**config.mk**
```make
export PLATFORM = sky130hd
export DESIGN_NAME = cubic_bezier_easing
export DESIGN_NICKNAME = d
export VERILOG_FILES = /design/src/rtl/cbe_pkg.sv /design/src/rtl/cbe_lerp.sv /design/src/rtl/cubic_bezier_easing.sv
export SDC_FILE = /design/constraint.sdc
export NUM_CORES = 1
export LEC_CHECK = 0
export BUFFER_PORTS_ARGS = -buffer_cell sky130_fd_sc_hd__buf_2
export CAP_MARGIN = 15
export CORE_ASPECT_RATIO = 1.5
export CORE_MARGIN = 2
export CORE_UTILIZATION = 56
export CTS_CLUSTER_DIAMETER = 200
export DETAILED_ROUTE_END_ITERATION = 10
export PLACE_DENSITY_LB_ADDON = 0.15
export SLEW_MARGIN = 5
export SYNTH_ARGS = -nofsm -noshare
export SYNTH_HDL_FRONTEND = slang
export SYNTH_HIERARCHICAL = 1
export SYNTH_SLANG_ARGS = --single-unit
```
**constraint.sdc**
```tcl
create_clock -name clock -period 10.3 [get_ports clock]
set_input_delay 1.03 -clock clock [delete_from_list [all_inputs] [get_ports clock]]
set_output_delay 1.03 -clock clock [all_outputs]
set_load 0.05 [all_outputs]
```
**src/rtl/cbe_pkg.sv**
```systemverilog
// cbe_pkg: shared types and constants of the cubic Bezier easing block.
// No dependencies; imported by the top level and the lerp unit.
package cbe_pkg;

   // Width of the external progress and eased-value fields (Q1.16).
   localparam int IO_FRAC_BITS = 16;
   localparam int IO_WIDTH     = IO_FRAC_BITS + 1;
   localparam int BYTE_BITS    = 8;
   localparam int HALV_WIDTH   = 5;
   localparam int HALV_MAX     = 31;
   localparam int TOL_WIDTH    = 16;
   localparam int CSR_AW       = 3;
   localparam int CSR_DW       = 32;

   // Register indexes (byte address / 4).
   localparam logic REG_MATCH_TOL = 1'b0;
   localparam logic [TOL_WIDTH-1:0] MATCH_TOL_RESET = 16'd7;

   // Lerp steps of one de Casteljau evaluation.
   typedef logic [2:0] cbe_step_type;
   localparam cbe_step_type STEP_P1  = 3'd0;
   localparam cbe_step_type STEP_P2  = 3'd1;
   localparam cbe_step_type STEP_P3  = 3'd2;
   localparam cbe_step_type STEP_Q1  = 3'd3;
   localparam cbe_step_type STEP_Q2  = 3'd4;
   localparam cbe_step_type STEP_OUT = 3'd5;

   typedef enum logic [4:0] {
      ST_IDLE  = 5'b00001,
      ST_EVAL  = 5'b00010,
      ST_CHECK = 5'b00100,
      ST_YEVAL = 5'b01000,
      ST_DONE  = 5'b10000
   } cbe_state_type;

endpackage

```
**src/rtl/cbe_lerp.sv**
```systemverilog
// cbe_lerp: shared fixed-point lerp unit, a + floor((b - a) * ct / 2^F).
// Depends on cbe_pkg; one signed multiplier, reused by every curve step.
module cbe_lerp
   import cbe_pkg::*;
#(
   parameter int FRAC_BITS = 16
) (
   input  logic [FRAC_BITS:0] lerp_a,
   input  logic [FRAC_BITS:0] lerp_b,
   input  logic [FRAC_BITS:0] lerp_ct,
   output logic [FRAC_BITS:0] lerp_y
);

   localparam int DW = FRAC_BITS + 2;
   localparam int PW = 2 * FRAC_BITS + 4;

   logic signed [DW-1:0] diff;
   logic signed [DW-1:0] ct_s;
   logic signed [PW-1:0] prod;
   logic signed [PW-1:0] prod_sh;
   logic signed [DW-1:0] sum;

   // Arithmetic shift of the signed product floors toward minus infinity.
   always_comb begin
      diff    = $signed({1'b0, lerp_b}) - $signed({1'b0, lerp_a});
      ct_s    = $signed({1'b0, lerp_ct});
      prod    = PW'(diff) * PW'(ct_s);
      prod_sh = prod >>> FRAC_BITS;
      sum     = $signed({1'b0, lerp_a}) + prod_sh[DW-1:0];
      lerp_y  = sum[FRAC_BITS:0];
   end

endmodule

```
**src/rtl/cubic_bezier_easing.sv**
```systemverilog
// cubic_bezier_easing: top level of the cubic Bezier easing evaluator.
// Depends on cbe_pkg and cbe_lerp (shared lerp unit under a small sequencer).
//
//   channel  direction  handshake               beat contents
//   req_     in         req_valid / req_ready   progress, first_x/y, second_x/y
//   rsp_     out        rsp_valid / rsp_ready   eased_value, converged, halvings_used
//   csr_     in/out     APB psel/penable        match_tolerance at byte address 0
//
// Sequence: each guess is a curve evaluation of six lerps through the one
//   shared multiplier, followed by a compare; k = halvings taken (0..MAX_ITER),
//   then one final evaluation of y.
// Reset: synchronous, active high; clears the sequencer, output valid and the
//   tolerance register (to 7). Payload registers are not reset.
// Stalls: req_ready is high only while idle; a finished result sits in the
//   output register, so the next beat may be taken while it waits. A second
//   result waits in the done state until the output register frees up.
module cubic_bezier_easing
   import cbe_pkg::*;
#(
   parameter int FRAC_BITS = 16,
   parameter int MAX_ITER  = 24
) (
   input  logic                  clock,
   input  logic                  reset,
   // request channel
   input  logic                  req_valid,
   output logic                  req_ready,
   input  logic [IO_WIDTH-1:0]   req_progress,
   input  logic [BYTE_BITS-1:0]  req_first_x,
   input  logic [BYTE_BITS-1:0]  req_first_y,
   input  logic [BYTE_BITS-1:0]  req_second_x,
   input  logic [BYTE_BITS-1:0]  req_second_y,
   // result channel
   output logic                  rsp_valid,
   input  logic                  rsp_ready,
   output logic [IO_WIDTH-1:0]   rsp_eased_value,
   output logic                  rsp_converged,
   output logic [HALV_WIDTH-1:0] rsp_halvings_used,
   // configuration port
   input  logic                  csr_psel,
   input  logic                  csr_penable,
   input  logic                  csr_pwrite,
   input  logic [CSR_AW-1:0]     csr_paddr,
   input  logic [CSR_DW-1:0]     csr_pwdata,
   output logic [CSR_DW-1:0]     csr_prdata,
   output logic                  csr_pready
);

   localparam int W     = FRAC_BITS + 1;
   localparam int IW    = $clog2(MAX_ITER + 1);
   localparam int XW    = 48;
   localparam int SH_UP = (FRAC_BITS >= IO_FRAC_BITS) ? FRAC_BITS - IO_FRAC_BITS : 0;
   localparam int SH_DN = (FRAC_BITS <  IO_FRAC_BITS) ? IO_FRAC_BITS - FRAC_BITS : 0;
   localparam int DCW   = (W > TOL_WIDTH) ? W : TOL_WIDTH;
   localparam logic [W-1:0]        ONE_FX    = W'(1) << FRAC_BITS;
   localparam logic [IO_WIDTH-1:0] IO_ONE    = IO_WIDTH'(1) << IO_FRAC_BITS;
   localparam logic [IW-1:0]       ITER_LAST = IW'(MAX_ITER);

   // ---------------------------------------------------------------
   // Configuration register
   // ---------------------------------------------------------------
   logic [TOL_WIDTH-1:0] tol_ff, tol_in;
   logic                 csr_wr, csr_hit;

   assign csr_pready = 1'b1;
   assign csr_hit    = (csr_paddr[2] == REG_MATCH_TOL);
   assign csr_wr     = csr_psel && csr_penable && csr_pwrite && csr_pready;
   assign csr_prdata = csr_hit ? CSR_DW'(tol_ff) : '0;

   always_comb begin
      tol_in = tol_ff;
      if (csr_wr && csr_hit) begin
         tol_in = csr_pwdata[TOL_WIDTH-1:0];
      end
   end

   always_ff @(posedge clock) begin
      if (reset) begin
         tol_ff <= MATCH_TOL_RESET;
      end else begin
         tol_ff <= tol_in;
      end
   end

   // ---------------------------------------------------------------
   // Sequencer and working registers
   // ---------------------------------------------------------------
   cbe_state_type state_ff, state_in;
   cbe_step_type  step_ff, step_in;
   logic [IW-1:0] iter_ff, iter_in;
   logic          conv_ff, conv_in;

   logic [BYTE_BITS-1:0] xa_ff, xb_ff, ya_ff, yb_ff;
   logic [W-1:0] t_ff, t_in;
   logic [W-1:0] ct_ff, ct_in;
   logic [W-1:0] lo_ff, lo_in;
   logic [W-1:0] hi_ff, hi_in;
   logic [W-1:0] p1_ff, p1_in;
   logic [W-1:0] p2_ff, p2_in;
   logic [W-1:0] p3_ff, p3_in;
   logic [W-1:0] x3_ff, x3_in;
   logic [W-1:0] y_ff, y_in;

   logic                  rsp_valid_ff, rsp_valid_in;
   logic [IO_WIDTH-1:0]   rsp_value_ff, rsp_value_in;
   logic                  rsp_conv_ff, rsp_conv_in;
   logic [HALV_WIDTH-1:0] rsp_halv_ff, rsp_halv_in;

   logic                  req_take;
   logic [IO_WIDTH-1:0]   prog_sat;
   logic [XW-1:0]         t_wide, y_wide;
   logic [BYTE_BITS-1:0]  c1_byte, c2_byte;
   logic [W-1:0]          c1, c2;
   logic [W-1:0]          lerp_a, lerp_b, lerp_y;
   logic [DCW-1:0]        x_gap;
   logic [W:0]            mid_sum;
   logic                  out_free;

   assign req_ready = (state_ff == ST_IDLE);
   assign req_take  = req_valid && req_ready;
   assign out_free  = !rsp_valid_ff || rsp_ready;

   // Saturate progress to one, then move it into the internal format.
   always_comb begin
      prog_sat = (req_progress > IO_ONE) ? IO_ONE : req_progress;
      t_wide   = (XW'(prog_sat) << SH_UP) >> SH_DN;
      t_in     = t_wide[W-1:0];
   end

   // Control points of the curve being evaluated: x while searching, y at the end.
   always_comb begin
      c1_byte = (state_ff == ST_YEVAL) ? ya_ff : xa_ff;
      c2_byte = (state_ff == ST_YEVAL) ? yb_ff : xb_ff;
      c1      = W'(c1_byte) << (FRAC_BITS - BYTE_BITS);
      c2      = W'(c2_byte) << (FRAC_BITS - BYTE_BITS);
   end

   // Operand select for the shared lerp unit, one de Casteljau step per cycle.
   always_comb begin
      case (step_ff)
         STEP_P1: begin
            lerp_a = '0;
            lerp_b = c1;
         end
         STEP_P2: begin
            lerp_a = c1;
            lerp_b = c2;
         end
         STEP_P3: begin
            lerp_a = c2;
            lerp_b = ONE_FX;
         end
         STEP_Q1: begin
            lerp_a = p1_ff;
            lerp_b = p2_ff;
         end
         STEP_Q2: begin
            lerp_a = p2_ff;
            lerp_b = p3_ff;
         end
         default: begin
            lerp_a = p1_ff;
            lerp_b = p3_ff;
         end
      endcase
   end

   cbe_lerp #(
      .FRAC_BITS (FRAC_BITS)
   ) u_lerp (
      .lerp_a  (lerp_a),
      .lerp_b  (lerp_b),
      .lerp_ct (ct_ff),
      .lerp_y  (lerp_y)
   );

   // Distance between x(ct) and t, widened to meet the tolerance.
   always_comb begin
      if (x3_ff >= t_ff) begin
         x_gap = DCW'(x3_ff - t_ff);
      end else begin
         x_gap = DCW'(t_ff - x3_ff);
      end
   end

   always_comb begin
      state_in     = state_ff;
      step_in      = step_ff;
      iter_in      = iter_ff;
      conv_in      = conv_ff;
      ct_in        = ct_ff;
      lo_in        = lo_ff;
      hi_in        = hi_ff;
      p1_in        = p1_ff;
      p2_in        = p2_ff;
      p3_in        = p3_ff;
      x3_in        = x3_ff;
      y_in         = y_ff;
      mid_sum      = '0;
      rsp_valid_in = rsp_valid_ff && !rsp_ready;
      rsp_value_in = rsp_value_ff;
      rsp_conv_in  = rsp_conv_ff;
      rsp_halv_in  = rsp_halv_ff;
      y_wide       = (XW'(y_ff) >> SH_UP) << SH_DN;

      // Write back the lerp result of the current step.
      if (state_ff == ST_EVAL || state_ff == ST_YEVAL) begin
         case (step_ff)
            STEP_P1: p1_in = lerp_y;
            STEP_P2: p2_in = lerp_y;
            STEP_P3: p3_in = lerp_y;
            STEP_Q1: p1_in = lerp_y;
            STEP_Q2: p3_in = lerp_y;
            default: begin
               if (state_ff == ST_EVAL) begin
                  x3_in = lerp_y;
               end else begin
                  y_in = lerp_y;
               end
            end
         endcase
      end

      unique case (state_ff)
         ST_IDLE: begin
            if (req_take) begin
               ct_in    = t_in;
               lo_in    = '0;
               hi_in    = ONE_FX;
               iter_in  = '0;
               conv_in  = 1'b0;
               step_in  = STEP_P1;
               state_in = ST_EVAL;
            end
         end
         ST_EVAL: begin
            if (step_ff == STEP_OUT) begin
               state_in = ST_CHECK;
            end else begin
               step_in = step_ff + 3'd1;
            end
         end
         ST_CHECK: begin
            step_in = STEP_P1;
            if (x_gap <= DCW'(tol_ff)) begin
               conv_in  = 1'b1;
               state_in = ST_YEVAL;
            end else if (iter_ff >= ITER_LAST) begin
               state_in = ST_YEVAL;
            end else begin
               // Bisect: keep the half that still holds t.
               if (x3_ff < t_ff) begin
                  lo_in   = ct_ff;
                  mid_sum = {1'b0, ct_ff} + {1'b0, hi_ff};
               end else begin
                  hi_in   = ct_ff;
                  mid_sum = {1'b0, lo_ff} + {1'b0, ct_ff};
               end
               ct_in    = mid_sum[W:1];
               iter_in  = iter_ff + IW'(1);
               state_in = ST_EVAL;
            end
         end
         ST_YEVAL: begin
            if (step_ff == STEP_OUT) begin
               state_in = ST_DONE;
            end else begin
               step_in = step_ff + 3'd1;
            end
         end
         ST_DONE: begin
            // Hold until the output register frees up, then hand the result over.
            if (out_free) begin
               rsp_valid_in = 1'b1;
               rsp_value_in = y_wide[IO_WIDTH-1:0];
               rsp_conv_in  = conv_ff;
               rsp_halv_in  = (int'(iter_ff) > HALV_MAX) ? HALV_WIDTH'(HALV_MAX)
                                                         : HALV_WIDTH'(iter_ff);
               state_in     = ST_IDLE;
            end
         end
         default: begin
            state_in = ST_IDLE;
         end
      endcase
   end

   always_ff @(posedge clock) begin
      if (reset) begin
         state_ff     <= ST_IDLE;
         step_ff      <= STEP_P1;
         iter_ff      <= '0;
         conv_ff      <= 1'b0;
         rsp_valid_ff <= 1'b0;
      end else begin
         state_ff     <= state_in;
         step_ff      <= step_in;
         iter_ff      <= iter_in;
         conv_ff      <= conv_in;
         rsp_valid_ff <= rsp_valid_in;
      end
   end

   always_ff @(posedge clock) begin
      if (req_take) begin
         xa_ff <= req_first_x;
         ya_ff <= req_first_y;
         xb_ff <= req_second_x;
         yb_ff <= req_second_y;
         t_ff  <= t_in;
      end
      ct_ff        <= ct_in;
      lo_ff        <= lo_in;
      hi_ff        <= hi_in;
      p1_ff        <= p1_in;
      p2_ff        <= p2_in;
      p3_ff        <= p3_in;
      x3_ff        <= x3_in;
      y_ff         <= y_in;
      rsp_value_ff <= rsp_value_in;
      rsp_conv_ff  <= rsp_conv_in;
      rsp_halv_ff  <= rsp_halv_in;
   end

   assign rsp_valid         = rsp_valid_ff;
   assign rsp_eased_value   = rsp_value_ff;
   assign rsp_converged     = rsp_conv_ff;
   assign rsp_halvings_used = rsp_halv_ff;

   // ---------------------------------------------------------------
   // Assertions
   // ---------------------------------------------------------------
   a_iter_bound: assert property (@(posedge clock) disable iff (reset)
      iter_ff <= ITER_LAST)
      else $error("halving count above limit");

   a_bracket: assert property (@(posedge clock) disable iff (reset)
      (state_ff == ST_EVAL || state_ff == ST_CHECK) |-> (lo_ff <= ct_ff && ct_ff <= hi_ff))
      else $error("guess left the bisection bracket");

   a_noconv_limit: assert property (@(posedge clock) disable iff (reset)
      (rsp_valid_ff && !rsp_conv_ff) |->
         (rsp_halv_ff == ((MAX_ITER > HALV_MAX) ? HALV_WIDTH'(HALV_MAX)
                                                : HALV_WIDTH'(MAX_ITER))))
      else $error("unconverged result before the halving limit");

   a_done_entry: assert property (@(posedge clock) disable iff (reset)
      (state_ff == ST_DONE) |-> ($past(state_ff) == ST_YEVAL || $past(state_ff) == ST_DONE))
      else $error("done reached without a y evaluation");

   a_no_overwrite: assert property (@(posedge clock) disable iff (reset)
      (rsp_valid_ff && !rsp_ready) |=> ($stable(rsp_value_ff) && $stable(rsp_halv_ff)))
      else $error("pending result overwritten");

endmodule
```
==> results.py, run 1 <==
metrics = {
    "status": {
        "status": "complete, but fails checks",
        "violations": "negative setup slack",
    },
    "grt": {
        "grt_pass1_wl_mm": 95.4,
        "track_usage": 0.267,
        "overflow": 0,
        "antenna_found_initial": 0,
        "grt_pass1_vias": 19100,
        "grt_max_degree": 51,
    },
    "setup_path": {
        "crit_top_cell": "fa_1",
        "path_delay_family": "adder cells",
        "critPathArrivalTime_ns": 10.63,
        "crit_type": "register to register",
        "path_depth": 40,
        "cp_num_buf_inv": 6,
        "worst_path_largest_cell_delay_ns": 0.62,
        "critPathRequiredTime_ns": 10.54,
        "crit_slowest_cell": "fa_2",
        "crit_fanout": 5,
        "critical_path.startpoint_type": "register",
        "r2r_cells": 40,
        "end_kind": "register",
    },
    "sta": {
        "hold_violations": 0,
        "finClkSkew_ns": 0.0151,
        "drv_slew": 0,
        "worstMarginPinSlew_ns": 1.15,
        "maxSlewHeadroom": 0.229,
        "period_minus_slack_ns": 10.39,
        "setup_viol": 5,
        "period_share": 1.01,
        "fin_ws_ns": -0.0908,
        "max_freq_mhz": 96.2,
        "rsz0062_at_grt": "yes",
    },
    "clocking": {
        "htree_levels": 1,
        "cts_root_buffer": "clkbuf_16",
        "clock-sinks": 239,
        "cts_buffers": 21,
        "cts_tree": "yes",
        "clkTransAtPathRegs_ns": 0.07,
        "clockBufferDepth": 3,
        "clk_latency_ns": 0.52,
    },
    "drt": {
        "wirelength_mm": 58.9,
        "drt-wirelength-per-cell_um": 18.0,
        "drcViolationCount": 0,
        "vias": 17700,
        "avgViaCountPerCell": 5.39,
        "drtIter0Drc": 949,
        "ant_nets": 0,
        "drt_pass1_iterations": 7,
    },
    "placement": {
        "pre_cts_ws_ns": -0.468,
        "dp_hpwl_mm": 48.0,
        "place.port_buffers": 113,
        "place_area_sq_um": 26800,
        "finalWeightedCongestion": 0.943,
    },
    "die": {
        "die_y_um": 258,
        "rows": 93,
        "core_sq_um": 42700,
        "ios": 149,
        "die_x_um": 173,
        "initial_core_util": 0.564,
        "dieArea_sq_um": 44700,
    },
    "synth": {
        "yosys_register_bits": 239,
        "yosys_warnings": 6,
        "async_reset_ff_frac": 0,
        "ys_types": 82,
        "yosysSeqAreaShare": 0.285,
        "ys.flop_type": "edfxtp_1",
        "synth_edf_count": 208,
        "avgSynthCellArea_sq_um": 10.0,
        "syn-instance-count": 2403,
        "netlist_area_sq_um": 24100,
    },
    "min_path": {
        "hold_depth": 0,
        "min_path_type": "register to register",
    },
    "flow_run": {
        "cap_violations": 0,
    },
    "final_layout": {
        "fillers": 3455,
        "diodes": 0,
        "areaGrowthSynthToFinish_pct": 16.5,
        "drive_above_1_share": 0.200,
        "nets": 3262,
        "fin_area_sq_um": 28100,
    },
}
[cell families (layout without fill, tap and decap cells)]
kind of cell               count (synthesis)  count (layout)  synth area share
buffers and inverters                    563             850            0.0921
muxes                                     55              55            0.0250
xor gates and xnor gates                  84              84            0.0311
DFF                                      239             239             0.285
adders and majority gates                481             481             0.342
other                                      2              17          0.000312
AOI/OAI and AO/OA                        324             324            0.0880
and+or+nand+nor                          655             655             0.137
[cell type report]
cell class,count,area (sq um),share of cell area
sequential,239,6880,0.245
timing repair buffer,350,2440,0.0868
clock inverter,11,91.3,0.00325
multi-input combinational,1616,15700,0.558
clock buffer,27,548,0.0195
tap,570,713,0.0254
inverter,462,1740,0.0619
[flip-flops by register name, indices dropped and copies added, names as in the netlist, 16 cells and up]
name	count
hi_ff	17
x3_ff	17
p3_ff	17
y_ff	17
p2_ff	17
lo_ff	17
p1_ff	17
tol_ff	16
t_ff	17
ct_ff	17
rsp_eased_value	17
[synthesized netlist by cell type (9+ instances only)]
cell | number | area, sq um
a22o_1 | 17 | 149
buf_4 | 20 | 150
inv_1 | 461 | 1730
nand4_1 | 9 | 56.3
a31oi_1 | 9 | 56.3
nor2_1 | 102 | 383
edfxtp_1 | 208 | 6250
dfxtp_1 | 31 | 621
and2_1 | 166 | 1040
clkbuf_1 | 68 | 255
a21o_1 | 37 | 278
nand2_1 | 225 | 845
ha_1 | 187 | 2340
fa_1 | 294 | 5890
xnor2_1 | 58 | 508
xor2_1 | 25 | 219
nor2b_1 | 52 | 325
nor3_1 | 24 | 120
nand2b_1 | 16 | 100
o21a_1 | 12 | 90.1
a21oi_1 | 103 | 515
nand3_1 | 16 | 80.1
mux2_2 | 37 | 417
o21ai_0 | 59 | 295
mux2i_1 | 16 | 160
o21bai_1 | 11 | 82.6
[per-stage QoR]
stage,hold WS (ns),util,TNS [ns],instances
global route,0.429,0.657,-5.87,3275
floorplan,0.400,-,0,2418
CTS,0.422,0.648,-0.480,3266
global placement,0.407,0.626,-4.99,3223
detailed placement,0.406,0.626,-6.85,3223
finish,0.423,0.657,-0.435,3275
[layout by cell type (no fill, tap or decap), types with 49 or more instances in the layout]
| master | n |
|---|---|
| buf_2 | 113 |
| inv_1 | 448 |
| edfxtp_1 | 208 |
| nand2_1 | 217 |
| nor2_1 | 97 |
| buf_4 | 225 |
| ha_1 | 175 |
| fa_1 | 290 |
| and2_1 | 165 |
| xnor2_1 | 49 |
| a21oi_1 | 91 |
| nor2b_1 | 49 |
[final timing paths]
path / from / endpoint / slack (ns)
worst max register to register: state_ff[2]$_SDFFE_PP0P_ / p3_ff[16]$_DFFE_PP_ / -0.09
worst min register to register: y_ff[8]$_DFFE_PP_ / rsp_eased_value[8]$_DFFE_PP_ / 0.42
worst min-delay path: y_ff[8]$_DFFE_PP_ / rsp_eased_value[8]$_DFFE_PP_ / 0.42
worst max-delay path: state_ff[2]$_SDFFE_PP0P_ / p3_ff[16]$_DFFE_PP_ / -0.09
[timing repair]
action / in CTS / in global routing
cloned: 0 / 1
gates resized for setup: 56 / 88
hold buffers: 0 / 0
setup buffers: 6 / 11
pin swaps: 33 / 81
endpoints found under the hold margin: 0 / 0
endpoints found under the setup margin: 35 / 45
[routing by layer]
layer	global-route usage	wire (um)	part of all wire
met5	0	0	0
met4	0.0998	2240	0.038
met3	0.0177	1850	0.031
met2	0.517	32400	0.55
met1	0.306	22400	0.38
Power of run 1 is left out: the tool's default activity adds up to more than one toggle a clock period on the data nets, which glitch-free logic cannot reach.
==> run 2, diff against run 1 <==
Settings changed: SYNTH_HIERARCHICAL 1 to default.
==> run 2 against run 1 <==
First-iteration DRC count down 9.9%. Largest cell class unchanged. Non-clock buffer count shrank 21. Core utilization up 0.85 points. Critical path type unchanged. Flip-flop and latch count unchanged. The flow still finishes with violations (negative setup slack). Highest routed layer unchanged. Synthesized cell count increased by 0.83%. Sequential share of layout area about the same. Critical path depth is 12 higher.
==> results.py, run 2 <==
metrics = {
    "status": {
        "status": "complete, but fails checks",
        "violations": "negative setup slack",
    },
    "final_layout": {
        "mostFrequentLayoutCell": "inv_1",
        "fillers": 3357,
        "drive_above_1_share": 0.187,
        "diodes": 0,
        "final_core_util": 0.666,
        "nets": 3260,
        "layout_common_cells": "inv_1 (458), fa_1 (292), nand2_1 (223)",
        "areaGrowthSynthToFinish_pct": 16.8,
    },
    "drt": {
        "avgViaCountPerCell": 5.40,
        "drt-wirelength-per-cell_um": 18.6,
        "ant_nets": 0,
        "drtIter0Drc": 855,
        "vias": 17600,
        "drt_pass1_iterations": 5,
        "wirelength_mm": 60.9,
        "drcViolationCount": 0,
    },
    "die": {
        "dieArea_sq_um": 44600,
        "initial_core_util": 0.570,
        "core_sq_um": 42100,
        "rows": 92,
        "die_x_um": 173,
        "ios": 149,
        "die_y_um": 258,
    },
    "synth": {
        "yosys_warnings": 0,
        "netlist_area_sq_um": 24000,
        "synth_top_cell_by_area": "edfxtp_1",
        "synth.area.top_cells": "edfxtp_1 (26%), fa_1 (25%), ha_1 (9.6%)",
        "synth_compound_area_frac": 0.0903,
        "ys_types": 70,
        "synthSimpleGateAreaFrac": 0.140,
        "synthAdderAreaFrac": 0.342,
        "yosys-mux-area-fraction": 0.0185,
        "synthTopCellsByCount": "inv_1 (464), fa_1 (294), nand2_1 (225)",
        "post-synth-top-count-cell": "inv_1",
        "syn-instance-count": 2423,
        "synth_top_cell_area_share": 0.260,
        "yosysSeqAreaShare": 0.286,
        "yosys_register_bits": 239,
        "synth_edf_count": 208,
        "synth_xor_area_frac": 0.0317,
        "synth_top_family_by_area": "adder cells",
        "async_reset_ff_frac": 0,
        "ys.flop_type": "edfxtp_1",
        "avgSynthCellArea_sq_um": 9.91,
    },
    "clocking": {
        "htree_levels": 1,
        "cts_root_buffer": "clkbuf_16",
        "cts_buffers": 21,
        "clkTransAtPathRegs_ns": 0.07,
        "clockBufferDepth": 3,
        "clk_latency_ns": 0.51,
        "cts_tree": "yes",
        "clock-sinks": 239,
    },
    "sta": {
        "max_freq_mhz": 94.4,
        "finClkSkew_ns": 0.0105,
        "rsz0062_at_grt": "yes",
        "whs_ns": 0.422,
        "fin_tns_setup_ns": -4.98,
        "period_minus_slack_ns": 10.60,
        "setup_viol": 25,
        "hold_violations": 0,
        "drv_slew": 0,
        "worstMarginPinSlew_ns": 1.09,
        "maxSlewHeadroom": 0.273,
        "period_share": 1.03,
        "fin_ws_ns": -0.295,
    },
    "setup_path": {
        "crit_fanout": 14,
        "end_kind": "register",
        "crit_slowest_cell": "fa_1",
        "critPathArrivalTime_ns": 10.84,
        "critical_path.startpoint_type": "register",
        "worst_path_largest_cell_delay_ns": 0.55,
        "crit_type": "register to register",
        "critPathRequiredTime_ns": 10.54,
    },
    "min_path": {
        "min_path_type": "register to register",
    },
    "flow_run": {
        "cap_violations": 0,
    },
    "grt": {
        "met1_usage": 0.323,
        "grt_pass1_vias": 19300,
        "busiest_layer": "met2",
        "track_usage": 0.278,
        "overflow": 0,
        "grt_max_degree": 53,
        "grt_pass1_wl_mm": 98.2,
        "antenna_found_initial": 1,
        "grt_use_met3": 0.0166,
        "grt_util_met2": 0.528,
    },
    "placement": {
        "finalWeightedCongestion": 0.913,
        "dp_hpwl_mm": 47.9,
        "place.port_buffers": 113,
    },
}
## run 2: cell count changes in the layout (fill, tap and decap cells not counted), sizes merged, moves of 7 or more
cell and delta:
buf -21, nor2 +21, and2 +20, mux2 -20, nor2b -19, o22ai +15, a211oi +10, a21oi +8
a22o -8, mux2i +7, o31a -7
## run 2: routing by layer
layer | vias up | share of wire
met5 | - | 0
met4 | 0 | 0.050
met3 | 129 | 0.037
met2 | 444 | 0.53
met1 | 8813 | 0.38
li1 | 8254 | -
## run 2: cell families (layout without fill, tap and decap cells)
group | Yosys count | after routing
other | 2 | 17
DFF | 239 | 239
buffers and inverters | 564 | 831
xor gates and xnor gates | 87 | 87
adders and majority gates | 479 | 479
AOI/OAI and AO/OA | 332 | 332
and+or+nand+nor | 678 | 678
muxes | 42 | 42
## run 2: final timing paths
path | slack [ns] | endpoint | from | depth (start not counted)
worst max-delay path | -0.30 | p2_ff[15]$_DFFE_PP_ | step_ff[1]$_SDFFE_PP0P_ | 52
worst min-delay path | 0.42 | rsp_eased_value[7]$_DFFE_PP_ | y_ff[7]$_DFFE_PP_ | 0
worst max register to register | -0.30 | p2_ff[15]$_DFFE_PP_ | step_ff[1]$_SDFFE_PP0P_ | 52
worst min register to register | 0.42 | rsp_eased_value[7]$_DFFE_PP_ | y_ff[7]$_DFFE_PP_ | 0
## run 2: repair_timing
| action | CTS | global route |
|---|---|---|
| buffers inserted | 13 | 11 |
| endpoints found under the setup margin | 45 | 52 |
| pin swaps | 52 | 47 |
| gates resized for setup | 73 | 72 |
| hold buffers | 0 | 0 |
## run 2: cell type report
class                      instances  area, sq um  share of cell area
multi-input combinational       1635        15800               0.563
inverter                         464         1750              0.0623
timing repair buffer             329         2250              0.0801
clock buffer                      27          568              0.0203
clock inverter                    11          114             0.00406
tap                              564          706              0.0252
sequential                       239         6880               0.245
## run 2: worst max-delay path: cells and delay by family (launching register included)
family,cells,cell delay (ns)
adder cells (fa/ha/maj),11,4.11
AO/OA/AOI/OAI,14,2.62
AND/OR/NAND/NOR,12,1.54
buffers and inverters,12,1.20
flip-flops,1,0.40
XOR/XNOR,3,0.40
## run 2: per-stage QoR
step | area [sq um] | instances | setup WS (ns)
after global routing | 28000 | 3269 | -0.731
after CTS | 27500 | 3260 | -0.277
after detailed placement | 26400 | 3211 | -0.840
after global placement | 26400 | 3211 | -0.719
final | 28000 | 3269 | -0.295
after floorplan | 24100 | 2438 | 0.0292
Power of run 2 is left out for the same reason.
==> run 3, diff against run 2 <==
Settings changed: CELL_PAD_IN_SITES_DETAIL_PLACEMENT from default to 0, CELL_PAD_IN_SITES_GLOBAL_PLACEMENT from default to 1, CORE_UTILIZATION 56 to 50.
Clock period 10.3 ns to 11.8 ns, I/O delays scaled along.
==> run 3 against run 2 <==
The run now ends clean. Register-to-register slack gained 0.84 ns. Non-clock buffer count fell by 117. Highest routed layer unchanged. Worst hold slack worse by 0.011 ns. Clock skew up 0.00069 ns. Maximum frequency fell by 5.8%. Wire length rose by 0.39%. Core utilization down 11 points. Critical path depth fell by 5. Largest cell class unchanged.
==> results.py, run 3 (same netlist as run 2, synthesis figures left out) <==
metrics = {
    "status": {
        "status": "completed",
    },
    "die": {
        "die_x_um": 183,
        "ios": 149,
        "initial_core_util": 0.505,
        "core_sq_um": 47600,
        "die_y_um": 272,
        "rows": 98,
        "dieArea_sq_um": 49800,
    },
    "drt": {
        "wirelength_mm": 61.1,
        "drtIter0Drc": 803,
        "ant_nets": 0,
        "drcViolationCount": 0,
        "vias": 17300,
        "avgViaCountPerCell": 5.41,
        "drt-wirelength-per-cell_um": 19.2,
        "drt_pass1_iterations": 5,
    },
    "final_layout": {
        "nets": 3144,
        "diodes": 0,
        "areaGrowthSynthToFinish_pct": 10.9,
        "layout_common_cells": "inv_1 (461), fa_1 (294), nand2_1 (224)",
        "stdcell_count": 3190,
        "drive_above_1_share": 0.123,
        "final_core_util": 0.560,
        "mostFrequentLayoutCell": "inv_1",
    },
    "sta": {
        "period_share": 0.954,
        "maxSlewHeadroom": 0.301,
        "max_freq_mhz": 88.9,
        "drv_slew": 0,
        "worstMarginPinSlew_ns": 1.04,
        "hold_violations": 0,
        "period_minus_slack_ns": 11.25,
        "setup_viol": 0,
        "whs_ns": 0.411,
        "finClkSkew_ns": 0.0112,
    },
    "setup_path": {
        "critical_path.startpoint_type": "register",
        "end_kind": "register",
        "critPathRequiredTime_ns": 12.08,
        "crit_fanout": 8,
        "worst_path_largest_cell_delay_ns": 0.55,
        "path_delay_family": "adder cells",
        "crit_type": "register to register",
        "cp_num_buf_inv": 9,
        "critPathArrivalTime_ns": 11.53,
        "crit_top_cell": "fa_1",
        "crit_slowest_cell": "fa_1",
    },
    "grt": {
        "grt_pass1_vias": 18500,
        "grt_max_degree": 53,
        "track_usage": 0.250,
        "overflow": 0,
        "antenna_found_initial": 0,
        "grt_pass1_wl_mm": 96.9,
    },
    "clocking": {
        "clkTransAtPathRegs_ns": 0.07,
        "htree_levels": 1,
        "clockBufferDepth": 3,
        "clock-sinks": 239,
        "clk_latency_ns": 0.53,
        "cts_tree": "yes",
        "cts_buffers": 22,
        "cts_root_buffer": "clkbuf_16",
    },
    "placement": {
        "finalWeightedCongestion": 0.930,
        "post-place-cells": 3148,
        "place.port_buffers": 113,
        "dp_hpwl_mm": 49.1,
    },
    "min_path": {
        "min_path_type": "register to register",
    },
    "flow_run": {
        "cap_violations": 0,
    },
}
## run 3: changes by cell type in the layout (fill, tap and decap cells not counted), sizes merged
cell,delta
clkinvlp,-1
clkbuf,-1
inv,+1
buf,-117
clkinv,+3
## run 3: per-layer routing
layer | vias up | GRT usage | share of wire
met1 | 8764 | 0.283 | 0.39
met5 | - | 0 | 0
met3 | 98 | 0.0124 | 0.024
met4 | 0 | 0.0933 | 0.037
li1 | 8046 | - | -
met2 | 348 | 0.493 | 0.55
## run 3: what timing repair did
item | 4_1_cts | 5_1_grt
resized for setup | 4 | 44
setup endpoints to repair | 15 | 35
setup buffers | 0 | 2
hold buffers | 0 | 0
pin swaps | 0 | 8
## run 3: area by class of cell
| cell class | count | area [sq um] |
|---|---|---|
| fill | 4259 | 20900 |
| timing repair buffer | 212 | 1350 |
| clock buffer | 26 | 566 |
| tap | 600 | 751 |
| clock inverter | 14 | 140 |
| inverter | 464 | 1740 |
| multi-input combinational | 1635 | 15200 |
| sequential | 239 | 6870 |
## run 3: path summary, 6_finish.rpt
check                               start                           end  slack, ns  depth (start not counted)
setup / recovery  step_ff[0]$_SDFFE_PP0P_            y_ff[16]$_DFFE_PP_       0.55                         47
hold / removal          y_ff[7]$_DFFE_PP_  rsp_eased_value[7]$_DFFE_PP_       0.41                          0
setup reg to reg  step_ff[0]$_SDFFE_PP0P_            y_ff[16]$_DFFE_PP_       0.55                         47
hold reg to reg         y_ff[7]$_DFFE_PP_  rsp_eased_value[7]$_DFFE_PP_       0.41                          0
## run 3: stage by stage
step	setup slack (ns)	TNS (ns)	cell area [sq um]
2_1_floorplan	0.874	0	24100
3_3_place_gp	-0.0921	-0.553	25700
3_5_place_dp	-0.0406	-0.201	25700
4_1_cts	0.00593	0	26400
5_1_grt	-0.0703	-0.575	26600
6_report	0.548	0	26600
Power of run 3 is left out for the same reason.
